File: config.mk
export PLATFORM = sky130hd
export DESIGN_NAME = go_back_n_sender_core_flat
export DESIGN_NICKNAME = d
export VERILOG_FILES = /design/src/hw/rtl/gbns_pkg.sv /design/src/hw/rtl/gbns_if.sv /design/src/hw/rtl/go_back_n_sender_core.sv /design/src/hw/rtl/gbns_front.sv /design/src/hw/rtl/gbns_cmd_fifo.sv /design/src/hw/rtl/gbns_back.sv /design/src/flat_wrapper.sv
export SDC_FILE = /design/constraint.sdc
export NUM_CORES = 1
export LEC_CHECK = 0
export BUFFER_PORTS_ARGS = -buffer_cell sky130_fd_sc_hd__clkbuf_2
export CORE_ASPECT_RATIO = 0.9
export CORE_MARGIN = 5
export CORE_UTILIZATION = 55
export DETAILED_ROUTE_END_ITERATION = 16
export GPL_ROUTABILITY_DRIVEN = 0
export HOLD_SLACK_MARGIN = 0.15
export PLACE_DENSITY = 0.72
export SYNTH_ARGS = -nofsm -noshare
export SYNTH_HDL_FRONTEND = slang
export SYNTH_HIERARCHICAL = 1
export SYNTH_SLANG_ARGS = --single-unit
File: constraint.sdc
create_clock -name i_clk -period 8.7 [get_ports i_clk]
set_input_delay 1.74 -clock i_clk [delete_from_list [all_inputs] [get_ports i_clk]]
set_output_delay 1.74 -clock i_clk [all_outputs]
set_load 0.01 [all_outputs]
File: src/hw/rtl/gbns_pkg.sv
`default_nettype none
// ----------------------------------------------------------------------------
// gbns_pkg
// shared types and codes of the go-back-n sender: command record, action,
// frame and result codes
// ----------------------------------------------------------------------------
package gbns_pkg;

    // command passed from the front to the back
    typedef enum logic [1:0] {
        OP_WRITE,
        OP_SEND,
        OP_BAD
    } t_op;

    typedef struct packed {
        t_op        op;
        logic [7:0] idx;   // store address or first frame number
        logic [3:0] cnt;   // data frames to send
        logic       fin;   // fin frame follows the data frames
        logic [7:0] data;  // byte to store
    } t_cmd;

    // input actions
    localparam logic [1:0] ACT_LOAD    = 2'd0;
    localparam logic [1:0] ACT_START   = 2'd1;
    localparam logic [1:0] ACT_RECV    = 2'd2;
    localparam logic [1:0] ACT_TIMEOUT = 2'd3;

    // received frame types
    localparam logic [1:0] FT_ACK = 2'd1;

    // result kinds
    localparam logic [1:0] KIND_DATA = 2'd0;
    localparam logic [1:0] KIND_FIN  = 2'd1;
    localparam logic [1:0] KIND_BAD  = 2'd2;

    // window register
    localparam logic [3:0] WIN_RESET = 4'd3;
    localparam logic [3:0] WIN_MIN   = 4'd1;
    localparam logic [3:0] WIN_MAX   = 4'd8;

endpackage
`default_nettype wire

File: src/hw/rtl/gbns_if.sv
`default_nettype none
// ----------------------------------------------------------------------------
// gbns_if
// valid/ready channels of the go-back-n sender: input items and results
// ----------------------------------------------------------------------------
interface gbns_item_if;
    logic       valid;
    logic       ready;
    logic [1:0] action;
    logic [7:0] load_byte;
    logic [1:0] frame_type;
    logic [7:0] frame_number;

    modport source (
        output valid, action, load_byte, frame_type, frame_number,
        input  ready
    );
    modport sink (
        input  valid, action, load_byte, frame_type, frame_number,
        output ready
    );
endinterface

interface gbns_result_if;
    logic       valid;
    logic       ready;
    logic [1:0] out_kind;
    logic [4:0] out_number;
    logic [7:0] out_data;
    logic       last;

    modport source (
        output valid, out_kind, out_number, out_data, last,
        input  ready
    );
    modport sink (
        input  valid, out_kind, out_number, out_data, last,
        output ready
    );
endinterface
`default_nettype wire

File: src/hw/rtl/go_back_n_sender_core.sv
`default_nettype none
// ----------------------------------------------------------------------------
// go_back_n_sender_core
// go-back-n sender: loads a message, sends it in windows of data frames,
// slides on in-order acks, resends on timeout and closes with a fin frame
// ----------------------------------------------------------------------------
// usage
//   i_item   : input items (load byte, start, frame received, timeout), one
//              transfer per valid && ready
//   o_result : result frames (data, fin, bad-frame report); last marks the
//              final result caused by one input item; items that cause no
//              result produce no transfer
//   i_cfg_we / i_cfg_data : window size register, written while the block
//              is quiet; values 0 and above 8 act as 1 and 8
// operation
//   the front takes an item whenever the queue has room and queues at most
//   one command; the back takes a command while idle, then reads the store
//   and loads the output register for each data frame, and loads only the
//   output register for a fin or bad report; an item's first result passes
//   the queue, command capture, store read (data only) and output register
// reset
//   synchronous, active low: empty message, window base and next frame at
//   zero, loading phase, window size 3; store contents stay undefined
// stalls
//   a stalled receiver holds the output register; the back then stops and
//   the two-entry command queue fills before i_item.ready drops
// ----------------------------------------------------------------------------
module go_back_n_sender_core #(
    parameter int MAX_LEN = 32
) (
    input  logic          i_clk,
    input  logic          i_rst_n,
    gbns_item_if.sink     i_item,
    gbns_result_if.source o_result,
    input  logic          i_cfg_we,
    input  logic [3:0]    i_cfg_data
);
    import gbns_pkg::*;

    // front to queue
    t_cmd front_cmd;
    logic front_valid;
    logic q_full;
    logic q_ready;

    // queue to back
    t_cmd q_cmd;
    logic q_valid;
    logic back_ready;

    assign q_ready = !q_full;

    // classifies items and tracks window base, next frame and message length
    gbns_front #(
        .MAX_LEN (MAX_LEN)
    ) u_front (
        .i_clk       (i_clk),
        .i_rst_n     (i_rst_n),
        .i_item      (i_item),
        .i_cfg_we    (i_cfg_we),
        .i_cfg_data  (i_cfg_data),
        .o_cmd       (front_cmd),
        .o_cmd_valid (front_valid),
        .i_cmd_ready (q_ready)
    );

    // decouples item acceptance from frame emission
    gbns_cmd_fifo u_cmd_fifo (
        .i_clk   (i_clk),
        .i_rst_n (i_rst_n),
        .i_push  (front_valid),
        .i_data  (front_cmd),
        .o_full  (q_full),
        .o_valid (q_valid),
        .o_data  (q_cmd),
        .i_pop   (back_ready)
    );

    // owns the message store and the output register
    gbns_back #(
        .MAX_LEN (MAX_LEN)
    ) u_back (
        .i_clk       (i_clk),
        .i_rst_n     (i_rst_n),
        .i_cmd       (q_cmd),
        .i_cmd_valid (q_valid),
        .o_cmd_ready (back_ready),
        .o_result    (o_result)
    );

endmodule
`default_nettype wire

File: src/hw/rtl/gbns_front.sv
`default_nettype none
// ----------------------------------------------------------------------------
// gbns_front
// accepts input items, keeps the protocol state and turns each item into
// at most one command for the back
// ----------------------------------------------------------------------------
module gbns_front #(
    parameter int MAX_LEN = 32
) (
    input  logic          i_clk,
    input  logic          i_rst_n,
    gbns_item_if.sink     i_item,
    input  logic          i_cfg_we,
    input  logic [3:0]    i_cfg_data,
    output gbns_pkg::t_cmd o_cmd,
    output logic          o_cmd_valid,
    input  logic          i_cmd_ready
);
    import gbns_pkg::*;

    localparam int LW = $clog2(MAX_LEN + 1);
    localparam int WW = LW + 4;

    typedef enum logic [1:0] {
        PH_IDLE,
        PH_SEND,
        PH_DONE
    } t_phase;

    t_phase          r_phase, n_phase;
    logic [LW-1:0]   r_len, n_len;
    logic [LW-1:0]   r_base, n_base;
    logic [LW-1:0]   r_next, n_next;
    logic [3:0]      r_win;
    logic [3:0]      win_eff;
    logic            accept;
    logic [WW-1:0]   len_x, win_x, diff_x, start_cnt, tmo_cnt;
    logic [LW+7:0]   base_ext;
    logic [LW-1:0]   ack_next;
    logic            start_fin, ack_fin;

    assign i_item.ready = i_cmd_ready;
    assign accept       = i_item.valid && i_cmd_ready;

    // window clamped to 1..8
    assign win_eff = (r_win < WIN_MIN) ? WIN_MIN : ((r_win > WIN_MAX) ? WIN_MAX : r_win);

    assign len_x     = WW'(r_len);
    assign win_x     = WW'(win_eff);
    assign diff_x    = WW'(r_next - r_base);
    assign start_cnt = (len_x < win_x) ? len_x : win_x;
    assign tmo_cnt   = (diff_x < win_x) ? diff_x : win_x;
    assign start_fin = (len_x <= win_x);
    assign base_ext  = {8'd0, r_base};
    assign ack_next  = r_next + LW'(1);
    assign ack_fin   = (ack_next >= r_len);

    always_comb begin
        n_phase     = r_phase;
        n_len       = r_len;
        n_base      = r_base;
        n_next      = r_next;
        o_cmd       = '0;
        o_cmd_valid = 1'b0;
        if (accept) begin
            unique case (r_phase)
                PH_IDLE: begin
                    if (i_item.action == ACT_LOAD) begin
                        if (i_item.load_byte != 8'd0 && r_len < LW'(MAX_LEN)) begin
                            o_cmd.op    = OP_WRITE;
                            o_cmd.idx   = 8'(r_len);
                            o_cmd.data  = i_item.load_byte;
                            o_cmd_valid = 1'b1;
                            n_len       = r_len + LW'(1);
                        end
                    end else if (i_item.action == ACT_START) begin
                        o_cmd.op    = OP_SEND;
                        o_cmd.idx   = 8'd0;
                        o_cmd.cnt   = 4'(start_cnt);
                        o_cmd.fin   = start_fin;
                        o_cmd_valid = 1'b1;
                        n_base      = '0;
                        n_next      = LW'(start_cnt);
                        n_phase     = start_fin ? PH_DONE : PH_SEND;
                    end
                end
                PH_SEND: begin
                    if (i_item.action == ACT_RECV) begin
                        o_cmd_valid = 1'b1;
                        if (i_item.frame_type == FT_ACK &&
                            i_item.frame_number == base_ext[7:0]) begin
                            // window slides by one, next unsent frame goes out
                            o_cmd.op  = OP_SEND;
                            o_cmd.idx = 8'(r_next);
                            o_cmd.cnt = 4'd1;
                            o_cmd.fin = ack_fin;
                            n_next    = ack_next;
                            n_base    = r_base + LW'(1);
                            if (ack_fin) begin
                                n_phase = PH_DONE;
                            end
                        end else begin
                            o_cmd.op = OP_BAD;
                        end
                    end else if (i_item.action == ACT_TIMEOUT) begin
                        o_cmd.op    = OP_SEND;
                        o_cmd.idx   = 8'(r_base);
                        o_cmd.cnt   = 4'(tmo_cnt);
                        o_cmd_valid = (tmo_cnt != '0);
                    end
                end
                PH_DONE: begin
                end
                default: begin
                end
            endcase
        end
    end

    always_ff @(posedge i_clk) begin
        if (!i_rst_n) begin
            r_phase <= PH_IDLE;
            r_len   <= '0;
            r_base  <= '0;
            r_next  <= '0;
        end else begin
            r_phase <= n_phase;
            r_len   <= n_len;
            r_base  <= n_base;
            r_next  <= n_next;
        end
    end

    always_ff @(posedge i_clk) begin
        if (!i_rst_n) begin
            r_win <= WIN_RESET;
        end else if (i_cfg_we) begin
            r_win <= i_cfg_data;
        end
    end

endmodule
`default_nettype wire

File: src/hw/rtl/gbns_cmd_fifo.sv
`default_nettype none
// ----------------------------------------------------------------------------
// gbns_cmd_fifo
// two-entry command queue between front and back
// ----------------------------------------------------------------------------
module gbns_cmd_fifo (
    input  logic           i_clk,
    input  logic           i_rst_n,
    input  logic           i_push,
    input  gbns_pkg::t_cmd i_data,
    output logic           o_full,
    output logic           o_valid,
    output gbns_pkg::t_cmd o_data,
    input  logic           i_pop
);
    import gbns_pkg::*;

    localparam int DEPTH = 2;

    t_cmd       r_mem [DEPTH];
    logic       r_wr_ptr;
    logic       r_rd_ptr;
    logic [1:0] r_count;
    logic       do_push, do_pop;

    assign o_full  = (r_count == 2'(DEPTH));
    assign o_valid = (r_count != 2'd0);
    assign o_data  = r_mem[r_rd_ptr];
    assign do_push = i_push && !o_full;
    assign do_pop  = i_pop && o_valid;

    always_ff @(posedge i_clk) begin
        if (do_push) begin
            r_mem[r_wr_ptr] <= i_data;
        end
    end

    always_ff @(posedge i_clk) begin
        if (!i_rst_n) begin
            r_wr_ptr <= 1'b0;
            r_rd_ptr <= 1'b0;
            r_count  <= 2'd0;
        end else begin
            if (do_push) begin
                r_wr_ptr <= ~r_wr_ptr;
            end
            if (do_pop) begin
                r_rd_ptr <= ~r_rd_ptr;
            end
            if (do_push && !do_pop) begin
                r_count <= r_count + 2'd1;
            end else if (do_pop && !do_push) begin
                r_count <= r_count - 2'd1;
            end
        end
    end

endmodule
`default_nettype wire

File: src/hw/rtl/gbns_back.sv
`default_nettype none
// ----------------------------------------------------------------------------
// gbns_back
// executes commands: stores message bytes, reads them back and emits
// data, fin and bad-frame results through an output register
// ----------------------------------------------------------------------------
module gbns_back #(
    parameter int MAX_LEN = 32
) (
    input  logic           i_clk,
    input  logic           i_rst_n,
    input  gbns_pkg::t_cmd i_cmd,
    input  logic           i_cmd_valid,
    output logic           o_cmd_ready,
    gbns_result_if.source  o_result
);
    import gbns_pkg::*;

    localparam int IW = $clog2(MAX_LEN);

    typedef enum logic [2:0] {
        S_IDLE,
        S_READ,
        S_EMIT,
        S_FIN,
        S_BAD
    } t_state;

    t_state     r_state;
    logic [7:0] r_idx;
    logic [3:0] r_cnt;
    logic       r_fin;
    logic       r_valid;
    logic [1:0] r_kind;
    logic [4:0] r_number;
    logic [7:0] r_data;
    logic       r_last;
    logic [7:0] r_rd_data;
    logic [7:0] mem [MAX_LEN];
    logic       mem_we;
    logic       out_free;
    logic       emit;

    assign o_cmd_ready = (r_state == S_IDLE);
    assign out_free    = !r_valid || o_result.ready;
    assign mem_we      = (r_state == S_IDLE) && i_cmd_valid && (i_cmd.op == OP_WRITE);
    // output register loads a new result this cycle
    assign emit        = out_free &&
                         (r_state == S_EMIT || r_state == S_FIN || r_state == S_BAD);

    // message store, registered read at the current frame index
    always_ff @(posedge i_clk) begin
        if (mem_we) begin
            mem[IW'(i_cmd.idx)] <= i_cmd.data;
        end
        r_rd_data <= mem[IW'(r_idx)];
    end

    always_ff @(posedge i_clk) begin
        if (!i_rst_n) begin
            r_state <= S_IDLE;
            r_valid <= 1'b0;
        end else begin
            if (emit) begin
                r_valid <= 1'b1;
            end else if (r_valid && o_result.ready) begin
                r_valid <= 1'b0;
            end
            unique case (r_state)
                S_IDLE: begin
                    if (i_cmd_valid) begin
                        unique case (i_cmd.op)
                            OP_WRITE: begin
                            end
                            OP_SEND: begin
                                r_idx   <= i_cmd.idx;
                                r_cnt   <= i_cmd.cnt;
                                r_fin   <= i_cmd.fin;
                                r_state <= (i_cmd.cnt != 4'd0) ? S_READ : S_FIN;
                            end
                            OP_BAD: begin
                                r_state <= S_BAD;
                            end
                            default: begin
                            end
                        endcase
                    end
                end
                S_READ: begin
                    r_state <= S_EMIT;
                end
                S_EMIT: begin
                    if (out_free) begin
                        r_kind   <= KIND_DATA;
                        r_number <= r_idx[4:0];
                        r_data   <= r_rd_data;
                        r_last   <= (r_cnt == 4'd1) && !r_fin;
                        r_idx    <= r_idx + 8'd1;
                        r_cnt    <= r_cnt - 4'd1;
                        if (r_cnt == 4'd1) begin
                            r_state <= r_fin ? S_FIN : S_IDLE;
                        end else begin
                            r_state <= S_READ;
                        end
                    end
                end
                S_FIN: begin
                    if (out_free) begin
                        r_kind   <= KIND_FIN;
                        r_number <= 5'd0;
                        r_data   <= 8'd0;
                        r_last   <= 1'b1;
                        r_state  <= S_IDLE;
                    end
                end
                S_BAD: begin
                    if (out_free) begin
                        r_kind   <= KIND_BAD;
                        r_number <= 5'd0;
                        r_data   <= 8'd0;
                        r_last   <= 1'b1;
                        r_state  <= S_IDLE;
                    end
                end
                default: begin
                    r_state <= S_IDLE;
                end
            endcase
        end
    end

    assign o_result.valid      = r_valid;
    assign o_result.out_kind   = r_kind;
    assign o_result.out_number = r_number;
    assign o_result.out_data   = r_data;
    assign o_result.last       = r_last;

endmodule
`default_nettype wire

File: src/flat_wrapper.sv
// flat-port wrapper written by rule: the top's interface ports become plain ports
module go_back_n_sender_core_flat import gbns_pkg::*;
#(
    parameter int MAX_LEN = 32
)
  (i_clk, i_rst_n, i_cfg_we, i_cfg_data, i_item_valid, i_item_action, i_item_load_byte, i_item_frame_type, i_item_frame_number, i_item_ready, o_result_valid, o_result_out_kind, o_result_out_number, o_result_out_data, o_result_last, o_result_ready);
  gbns_item_if i_item_i ();
  gbns_result_if o_result_i ();
  input  logic i_clk;
  input  logic i_rst_n;
  input  logic i_cfg_we;
  input  logic [3:0] i_cfg_data;
  input wire logic [$bits(i_item_i.valid)-1:0] i_item_valid;
  input wire logic [$bits(i_item_i.action)-1:0] i_item_action;
  input wire logic [$bits(i_item_i.load_byte)-1:0] i_item_load_byte;
  input wire logic [$bits(i_item_i.frame_type)-1:0] i_item_frame_type;
  input wire logic [$bits(i_item_i.frame_number)-1:0] i_item_frame_number;
  output wire logic [$bits(i_item_i.ready)-1:0] i_item_ready;
  output wire logic [$bits(o_result_i.valid)-1:0] o_result_valid;
  output wire logic [$bits(o_result_i.out_kind)-1:0] o_result_out_kind;
  output wire logic [$bits(o_result_i.out_number)-1:0] o_result_out_number;
  output wire logic [$bits(o_result_i.out_data)-1:0] o_result_out_data;
  output wire logic [$bits(o_result_i.last)-1:0] o_result_last;
  input wire logic [$bits(o_result_i.ready)-1:0] o_result_ready;
  assign i_item_i.valid = i_item_valid;
  assign i_item_i.action = i_item_action;
  assign i_item_i.load_byte = i_item_load_byte;
  assign i_item_i.frame_type = i_item_frame_type;
  assign i_item_i.frame_number = i_item_frame_number;
  assign i_item_ready = i_item_i.ready;
  assign o_result_valid = o_result_i.valid;
  assign o_result_out_kind = o_result_i.out_kind;
  assign o_result_out_number = o_result_i.out_number;
  assign o_result_out_data = o_result_i.out_data;
  assign o_result_last = o_result_i.last;
  assign o_result_i.ready = o_result_ready;
  go_back_n_sender_core #(.MAX_LEN(MAX_LEN)) u_core (.i_clk(i_clk), .i_rst_n(i_rst_n), .i_item(i_item_i), .o_result(o_result_i), .i_cfg_we(i_cfg_we), .i_cfg_data(i_cfg_data));
endmodule
-- Yosys cells after proc, flatten, opt, wreduce, memory -nomap -nowiden
Memory sizes are Yosys's and may differ from the RTL's. A register that Yosys moved wholly into a read port is not among the register bits.
Index checks and enable logic that the tools add are counted.
- RAM bits: 302
- bits in registers: 61
- memories: 2
- logic and storage cells: 185
- input port bits: 29
- eq/ne operators: 26
- reductions and logical operators: 42
- add/sub/neg operators: 8
- mux-type cells: 81
- bitwise gates (word level): 2
- $lt $le $gt $ge: 7
- memory list (name ; depth ; bits a word ; read ports ; clocked after memory_dff ; write ports ; line ; text):
    u_core.u_back.mem ; 32 ; 8 ; 1 ; 1 ; 1 ; gbns_back.sv:39 ; logic [7:0] mem [MAX_LEN];
    u_core.u_cmd_fifo.r_mem ; 2 ; 23 ; 1 ; 1 ; 1 ; gbns_cmd_fifo.sv:20 ; t_cmd r_mem [DEPTH];
- operators by type and width (operator ; number):
    two-way mux 8 bit ; 8
    two-way mux 6 bit ; 10
    case mux 8 bit (2 select lines) ; 2
    two-way mux 2 bit ; 15
    case mux 15 bit (2 select lines) ; 1
    two-way mux 14 bit ; 2
    case mux 6 bit (2 select lines) ; 2
    two-way mux 23 bit ; 1
    two-way mux 10 bit ; 2
    two-way mux 4 bit ; 5
    != test 2 bit (second input constant) ; 10
    adder 6 x 1 -> 6 bit (second input constant) ; 3
    two-way mux 1 bit ; 17
    AND reduction 4 bit ; 4
    two-way mux 5 bit ; 3
    two-way mux 13 bit ; 1
    case mux 3 bit (4 select lines) ; 1
    nonzero test 2 bit ; 6
    logical AND 1 bit ; 11
    two-way mux 11 bit ; 1
    < comparator 10 x 4 -> 1 bit ; 1
    case mux 5 bit (2 select lines) ; 1
    AND reduction 5 bit ; 2
    nonzero test 10 bit ; 1
    37 further kinds ; 56

-- Longest topological paths before layout
Gate-level depths: netlist of run 1.
- depth after elaboration: 15
- mapped depth: 18

-- Hierarchy
The synthesis of run 1 kept the hierarchy.
- modules (own cells, without submodules) (module ; instances ; cells an instance ; area an instance (um^2) ; sequential area each (um^2)):
    gbns_back ; 1 ; 628 ; 11682.5 ; 8708.4
    gbns_front ; 1 ; 294 ; 2277.2 ; 480.5
    gbns_cmd_fifo ; 1 ; 96 ; 1886.8 ; 1481.4
    go_back_n_sender_core ; 1 ; 1 ; 3.8 ; 0.0

-- Least setup slack after synthesis of run 1
OpenSTA, ideal clock, no wires.
- path type: reg-to-reg
- from: register u_core.u_front.r_base[2]
- to: memory u_core/u_cmd_fifo/r_mem[0][0] in the netlist's numbering (enable)
- arrival: 3553 ps
- slack: 4747 ps
- path buffers: 0
- required time: 8299 ps
- clock period less this slack: 3953 ps
- library setup time: 401 ps
- cell stages (with the launch flop): 14
- cell sequence: dfxtp_1 -> clkinv_1 -> ha_1 -> o21ai_0 -> a21oi_1 -> nor2_1 -> ha_1 -> o211ai_1 -> o2111ai_1 -> a2111oi_4 -> and3b_1 -> o22ai_1 -> inv_1 -> nor3_2
- cells in the longest elaborated chain, start to end: 11
- RTL lines (item ; line ; text):
    start, declared ; gbns_front.sv:32 ; logic [LW-1:0] r_base, n_base;
    start signal, assigned ; gbns_front.sv:129 ; r_base <= n_base;
    subtractor 6 x 6 -> 7 bit (*) ; gbns_front.sv:50 ; assign diff_x = WW'(r_next - r_base);
    < comparator 10 x 4 -> 1 bit ; gbns_front.sv:52 ; assign tmo_cnt = (diff_x < win_x) ? diff_x : win_x;
    two-way mux 10 bit (*) ; gbns_front.sv:52 ;
    nonzero test 10 bit (*) ; gbns_front.sv:109 ; o_cmd_valid = (tmo_cnt != '0);
    two-way mux 1 bit (*) ; gbns_front.sv:105 ; end else if (i_item.action == ACT_TIMEOUT) begin
    two-way mux 1 bit (*) ; gbns_front.sv:88 ; if (i_item.action == ACT_RECV) begin
    case mux 1 bit (2 select lines) (*) ; gbns_front.sv:66 ; unique case (r_phase)
    two-way mux 1 bit (*) ; gbns_front.sv:65 ; if (accept) begin
    via u_core.front_valid ; go_back_n_sender_core.sv:42 ; logic front_valid;
    logical AND 1 bit (*) ; gbns_cmd_fifo.sv:29 ; assign do_push = i_push && !o_full;
    two-way mux 1 bit (*) ; gbns_cmd_fifo.sv:33 ; if (do_push) begin
    two-way mux 1 bit (not written as such) (*) ; gbns_cmd_fifo.sv:34 ; r_mem[r_wr_ptr] <= i_data;
    end, declared ; gbns_cmd_fifo.sv:20 ;
Mark *: on every way through the listed nets, which the timed path passes. The rest lies on a longest branch.

-- Worst setup path in the final report of run 1
- from: register u_core.u_front.r_base[2]
- to: register u_core.u_cmd_fifo.r_count[1]
- cells in the longest elaborated chain, start to end: 12
- RTL lines (item ; line ; text):
    subtractor 6 x 6 -> 7 bit (*) ; gbns_front.sv:50 ;
    < comparator 10 x 4 -> 1 bit ; gbns_front.sv:52 ;
    two-way mux 10 bit (*) ; gbns_front.sv:52 ;
    nonzero test 10 bit (*) ; gbns_front.sv:109 ;
    two-way mux 1 bit (*) ; gbns_front.sv:105 ;
    two-way mux 1 bit (*) ; gbns_front.sv:88 ;
    case mux 1 bit (2 select lines) (*) ; gbns_front.sv:66 ;
    two-way mux 1 bit (*) ; gbns_front.sv:65 ;
    via u_core.front_valid ; go_back_n_sender_core.sv:42 ;
    logical AND 1 bit (*) ; gbns_cmd_fifo.sv:29 ;
    via u_core.u_cmd_fifo.do_push ; gbns_cmd_fifo.sv:24 ; logic do_push, do_pop;
    zero test 1 bit ; gbns_cmd_fifo.sv:52 ; end else if (do_pop && !do_push) begin
    logical AND 1 bit ; gbns_cmd_fifo.sv:52 ;
    nonzero test 2 bit (no line) ; n/a ;
    end signal, assigned ; gbns_cmd_fifo.sv:51 ; r_count <= r_count + 2'd1;
    end signal, assigned ; gbns_cmd_fifo.sv:53 ; r_count <= r_count - 2'd1;
    end, declared ; gbns_cmd_fifo.sv:23 ; logic [1:0] r_count;
Marks and branches as above.
A chain may end at the register's enable or synchronous reset.

==> run_results.csv, run 1 <==
group,metric,value,unit
timing,period_needed,4.30,ns
worst_setup_path,cp.required,9.15,ns
grt,grt_overflow,0,
cts,path_clk_slew,0.06,ns
placement,placed_area,16100,um2
pwr,power_density,253,nW/um2
grt,grt_use_total,20.6,%
cts,hold_buffers,0,
yosys,syn-num-nets,1060,
yosys,ys_warn_count,6,
grt,grt_max_degree,54,
floorplan,placementRows,58,
finish,finalNetCount,1109,
finish,area_delta_synth_final,10.8,%
timing,setup_tns,0,ns
worst_setup_path,critical_path_class,"flip-flop to flip-flop",
finish,layout-drive-gt1-share,17.5,%
routing,vias,8894,
routing,drc,0,
finish,regArea,10500,um2
timing,max-slew-margin-rel,21.2,%
grt,grtUsageMet2,31.6,%
finish,final_core_util,61.9,%
floorplan,start_util,55.8,%
timing,rsz0062_at_grt,"false",
cts,htree_num_levels,2,
min_path,hold_path.class,"flip-flop to flip-flop",
placement,hpwl,20600,um
cts,clock-sinks,363,
min_path,hold_depth,2,
run,cap_viol_max_count,0,
routing,drt-total-wl,32400,um
status,status,"complete, no violations",
cts,cts-root-buf,"clkbuf_16",
grt,grt_first_pass_wirelength,50900,um
timing,finalClockSkew,0.0197,ns
floorplan,die_h,170,um
timing,slew_violations,0,
routing,wire_per_inst,22.4,um
grt,grt_antenna_before_repair,0,
cts,cts_tree,"yes",
yosys,syn_area,15600,um2
routing,avgViaCountPerCell,6.16,
finish,fillers,1980,
floorplan,die-area,31800,um2
finish,final_cells,1443,
routing,ant_nets,0,
pwr,leakage,5.88,nW
worst_setup_path,arrival,4.75,ns
cts,postCtsSetupBuffers,0,
routing,first_pass_iters,5,
floorplan,die_width,188,um
yosys,avgSynthCellArea,15.5,um2
timing,fmax,232,MHz
cts,clk_latency,0.53,ns
timing,hold_viol,0,
timing,setup_viol,0,
finish,finalInstanceArea,17300,um2
grt,grt_use_met1,30.3,%
cts,cts_buffers,38,
placement,io_buffers,46,
yosys,syn_inst,1004,
routing,drtIter0Drc,779,
timing,worst_slew_pin_slew,1.18,ns
worst_setup_path,setup.worst_path.start_class,"flip-flop",
floorplan,num_io_pins,47,
placement,place_inst,1373,
worst_setup_path,reg2regPathDepth,16,
timing,period_share,49.5,%
grt,grt_pass1_vias,8787,
pwr,vdd_drop_max,0.000140,V
grt,use_met3,4.77,%
floorplan,coreArea,27900,um2
cts,cts_resized,0,
worst_setup_path,cp-end-kind,"flip-flop",
worst_setup_path,crit_path_max_fanout,8,
grt,top_usage_layer,"met2",
finish,n_antenna_cell,0,
cts,clockBufferDepth,3,
finish,multi_input_area,4750,um2
==> flip-flops by register name, summed over array words and instances, names as in the netlist, named ones only <==
name / count
u_core/u_front/r_base: 6
u_core/u_back/r_rd_data: 8
u_core/u_front/r_phase: 2
u_core/u_back/mem: 256
u_core/u_front/r_next: 6
u_core/u_back/r_state: 3
u_core/u_back/r_cnt: 4
u_core/u_back/o_result.last: 1
u_core/u_back/o_result.out_data: 8
u_core/u_back/o_result.out_number: 5
u_core/u_back/o_result.valid: 1
u_core/u_back/r_idx: 5
u_core/u_cmd_fifo/r_rd_ptr: 1
u_core/u_front/r_len: 6
u_core/u_cmd_fifo/r_mem: 40
u_core/u_cmd_fifo/r_wr_ptr: 1
u_core/u_back/r_fin: 1
u_core/u_front/r_win: 4
u_core/u_cmd_fifo/r_count: 2
u_core/u_back/o_result.out_kind: 2
==> per-layer routing <==
layer,vias up,routed length (um)
met5,-,0
met4,0,649
met3,54,2690
met2,364,14600
met1,4450,14400
li1,4026,-
==> area by class of cell <==
type | instances | share of cell area, %
Clock buffer | 54 | 5.96
Clock inverter | 16 | 1.01
Inverter | 30 | 0.651
Multi-Input combinational cell | 567 | 27.5
Sequential cell | 363 | 60.7
Tap cell | 360 | 2.60
Timing Repair Buffer | 53 | 1.64
==> metrics by stage <==
| stage | worst slack, ns | hold WS, ns | power (mW) |
|---|---|---|---|
| 2_1_floorplan | 4.86 | 0.432 | 2.65 |
| 3_3_place_gp | 4.58 | 0.458 | 2.84 |
| 3_5_place_dp | 4.45 | 0.477 | 2.85 |
| 4_1_cts | 4.43 | 0.491 | 4.41 |
| 5_1_grt | 4.11 | 0.524 | 4.56 |
| 6_report | 4.40 | 0.482 | 4.38 |
==> worst paths after layout <==
check,to,slack [ns],startpoint
setup reg to reg,u_core/u_cmd_fifo/r_count[1],4.40,u_core/u_front/r_base[2]
setup / recovery,u_core/u_cmd_fifo/r_count[1],4.40,u_core/u_front/r_base[2]
hold / removal,u_core/u_front/r_win[0],0.48,u_core/u_front/r_win[0]
hold reg to reg,u_core/u_front/r_win[0],0.48,u_core/u_front/r_win[0]
==> critical path, stage by stage (launching register included) <==
cell	delay, ns
dfxtp_1	0.38
clkinv_1	0.21
ha_1	0.41
o21ai_0	0.11
a21oi_1	0.32
nor2_1	0.15
ha_1	0.33
a221oi_1	0.25
o2111ai_1	0.21
a2111oi_4	0.50
and3b_1	0.27
o22ai_1	0.12
inv_1	0.11
nor2_1	0.06
ha_1	0.32
or3_1	0.35
a21boi_1	0.13
==> cell usage in the layout (no fill, tap or decap), types with 5 or more instances in the layout <==
cell,instances
a21oi_1,31
a221oi_1,12
a22oi_1,6
a2bb2oi_1,6
and2_1,27
and3_1,5
buf_4,7
clkbuf_1,14
clkbuf_16,38
clkbuf_2,46
clkinv_1,5
dfxtp_1,41
edfxtp_1,322
ha_1,26
inv_1,28
mux2_2,31
mux2i_1,53
mux4_1,6
mux4_2,39
nand2_1,47
nand2b_1,12
nand3_1,16
nand3b_1,7
nand4_1,5
nor2_1,66
nor2b_1,15
nor3_1,10
nor4_1,6
o21ai_0,22
o221ai_1,8
o22ai_1,9
o31ai_1,7
or3_1,6
xnor2_1,15
xor2_1,10
==> report_power, final <==
group          total, mW  leakage, nW  internal [mW]  switching (mW)
logic              0.667         2.04          0.243           0.424
clock network       1.56        0.584          0.921           0.643
registers           2.15         3.26           2.10          0.0514
total               4.38         5.88           3.26            1.12
(Power assumes the default switching activity.)
==> inputs of run 2 (changes only) <==
--- a/config.mk
+++ b/config.mk
@@ -12,7 +12,7 @@
 export DETAILED_ROUTE_END_ITERATION = 16
 export GPL_ROUTABILITY_DRIVEN = 0
 export HOLD_SLACK_MARGIN = 0.15
-export PLACE_DENSITY = 0.72
+export PLACE_DENSITY = 0.75
 export SYNTH_ARGS = -nofsm -noshare
 export SYNTH_HDL_FRONTEND = slang
 export SYNTH_HIERARCHICAL = 1
==> constraint.sdc (replaced) <==
create_clock -name i_clk -period 3.6 [get_ports i_clk]
set_input_delay 0.72 -clock i_clk [delete_from_list [all_inputs] [get_ports i_clk]]
set_output_delay 0.72 -clock i_clk [all_outputs]
set_load 0.01 [all_outputs]
==> run_results.csv, run 2 (synthesized netlist as in run 1, its figures left out) <==
group,metric,value,unit
pwr,power_frac_clock,36.9,%
routing,drtIter0Drc,955,
finish,final_cells,1487,
grt,grt_overflow,0,
run,cap_viol_max_count,0,
worst_setup_path,crit_path_max_fanout,3,
placement,place_ws,-0.0947,ns
timing,hold_viol,0,
worst_setup_path,path_buf_inv,3,
finish,largest_registers,"u_core/u_back/mem (256), u_core/u_cmd_fifo/r_mem (40)",
worst_setup_path,cp.required,4.05,ns
timing,finalClockSkew,0.0220,ns
placement,hpwl,21700,um
min_path,hold_path.class,"input pin to flip-flop",
pwr,power_density,611,nW/um2
floorplan,die-area,31800,um2
floorplan,placementRows,58,
routing,avgViaCountPerCell,6.04,
cts,clockBufferDepth,3,
pwr,p_comb_share,15.4,%
cts,clk_latency,0.53,ns
worst_setup_path,cp_slowest_cell,"fa_2",
cts,path_clk_slew,0.06,ns
cts,cts_buffers,37,
pwr,p_int,8.19,mW
grt,grt_pass1_vias,8931,
finish,top_register,"u_core/u_back/mem",
floorplan,die_h,170,um
routing,vias,8982,
pwr,switching_share,24.9,%
cts,htree_num_levels,2,
finish,n_antenna_cell,0,
finish,area_delta_synth_final,14.3,%
floorplan,num_io_pins,47,
timing,period_needed,3.42,ns
pwr,seq_power_share,47.7,%
worst_setup_path,path_delay_family,"adder cells",
timing,rsz0062_at_grt,"false",
finish,final_cell_mix,"edfxtp_1, nor2_1, buf_4",
pwr,leakage,6.20,nW
timing,setup_viol,0,
finish,largest_reg_flops,256,
routing,ant_nets,0,
grt,grt_max_degree,33,
routing,wire_per_inst,22.3,um
worst_setup_path,cp_cell_sequence,"inv_2 -> ha_2 -> inv_1 -> fa_2 -> ha_2 -> o211ai_1 -> o2111ai_2 -> a2111oi_4 -> and3b_1 -> o22ai_2 -> inv_2 -> nor2_1 -> ha_2 -> xor2_1 -> or3_1 -> a21boi_1",
worst_setup_path,setup.worst_path.start_class,"flip-flop",
cts,hold_buffers,0,
pwr,power,10.9,mW
routing,first_pass_iters,6,
timing,fmax,293,MHz
status,status,"complete, no violations",
routing,drc,0,
timing,setup_tns,0,ns
timing,max-slew-margin-rel,42.0,%
placement,io_buffers,46,
worst_setup_path,crit_top_cell,"ha_2",
grt,grt_first_pass_wirelength,51400,um
placement,place_inst,1420,
cts,cts_tree,"yes",
routing,drt-total-wl,33200,um
cts,cts-root-buf,"clkbuf_16",
worst_setup_path,critical_path_class,"flip-flop to flip-flop",
grt,grt_use_total,20.9,%
finish,layout-drive-gt1-share,23.4,%
finish,regArea,10500,um2
worst_setup_path,max_stage_delay,0.56,ns
grt,grt_antenna_before_repair,0,
floorplan,start_util,55.8,%
finish,fillers,1939,
finish,final_common_cell,"edfxtp_1",
timing,worst_slew_pin_slew,0.866,ns
finish,finalNetCount,1159,
cts,clock-sinks,363,
pwr,power.switching,2.71,mW
pwr,vdd_drop_max,0.000398,V
timing,slew_violations,0,
floorplan,coreArea,27900,um2
worst_setup_path,arrival,3.87,ns
floorplan,die_width,188,um
worst_setup_path,cp-end-kind,"flip-flop",
timing,period_share,94.9,%
finish,multi_input_area,4820,um2
timing,fin_ws,0.183,ns
run 2: cell types whose count changed in the layout (fill, tap and decap cells not counted), moves of 2 or more:
| cell | delta |
|---|---|
| dfxtp_2 | +2 |
| dfxtp_1 | -2 |
| clkinvlp_4 | +2 |
| buf_4 | +50 |
| clkbuf_1 | -10 |
| ha_1 | -4 |
| bufinv_16 | +5 |
| inv_1 | -3 |
| ha_2 | +4 |
| inv_2 | +3 |
run 2: cell type report:
class,instances,area share (%)
repair buffers,104,3.80
well taps,360,2.53
flip-flops and latches,363,58.8
clock buffers,42,5.35
inverters,30,0.639
clock inverters,21,1.81
multi-input cells,567,27.0
run 2: worst min-delay path: stages:
cell and delay (ns):
clkbuf_2 0.08, mux2i_1 0.06, nand2_1 0.05
run 2: stage by stage:
step / util [%] / hold slack (ns) / instance area, um2
after floorplan: - / 0.432 / 15600
after global placement: 58.9 / 0.477 / 16500
after detailed placement: 58.9 / 0.477 / 16500
after CTS: 63.5 / 0.401 / 17700
after global routing: 63.8 / 0.447 / 17800
final: 63.8 / 0.418 / 17800
run 2: what timing repair did:
action / 4_1_cts / 5_1_grt
setup buffers: 1 / 3
pin swaps: 0 / 15
cloned: 0 / 0
gates resized for setup: 1 / 18
endpoints found under the setup margin: 21 / 22
run 2: metal layers:
metal	GRT usage, %	part of all wire, %	routed length, um	vias to the layer above
li1	-	-	-	4120
met1	29.9	43	14300	4413
met2	32.6	46	15400	378
met3	4.85	8.1	2690	71
met4	6.19	2.6	850	0
met5	0	0	0	-
run 2: power groups by stage:
stage | registers [mW] | clock network (mW) | logic (mW)
global placement | 5.28 | 0 | 1.61
CTS | 5.20 | 4.09 | 1.67
floorplan | 5.22 | 0 | 1.18
detailed placement | 5.28 | 0 | 1.65
global route | 5.22 | 4.26 | 1.82
finish | 5.20 | 4.03 | 1.68
run 2: final timing paths:
check | from | end | slack, ns | depth (start not counted)
hold / removal | i_cfg_data[1] | u_core/u_front/r_win[1] | 0.42 | 3
hold reg to reg | u_core/u_front/r_win[0] | u_core/u_front/r_win[0] | 0.48 | 2
setup reg to reg | u_core/u_front/r_next[0] | u_core/u_cmd_fifo/r_count[1] | 0.18 | 16
setup / recovery | u_core/u_front/r_next[0] | u_core/u_cmd_fifo/r_count[1] | 0.18 | 16
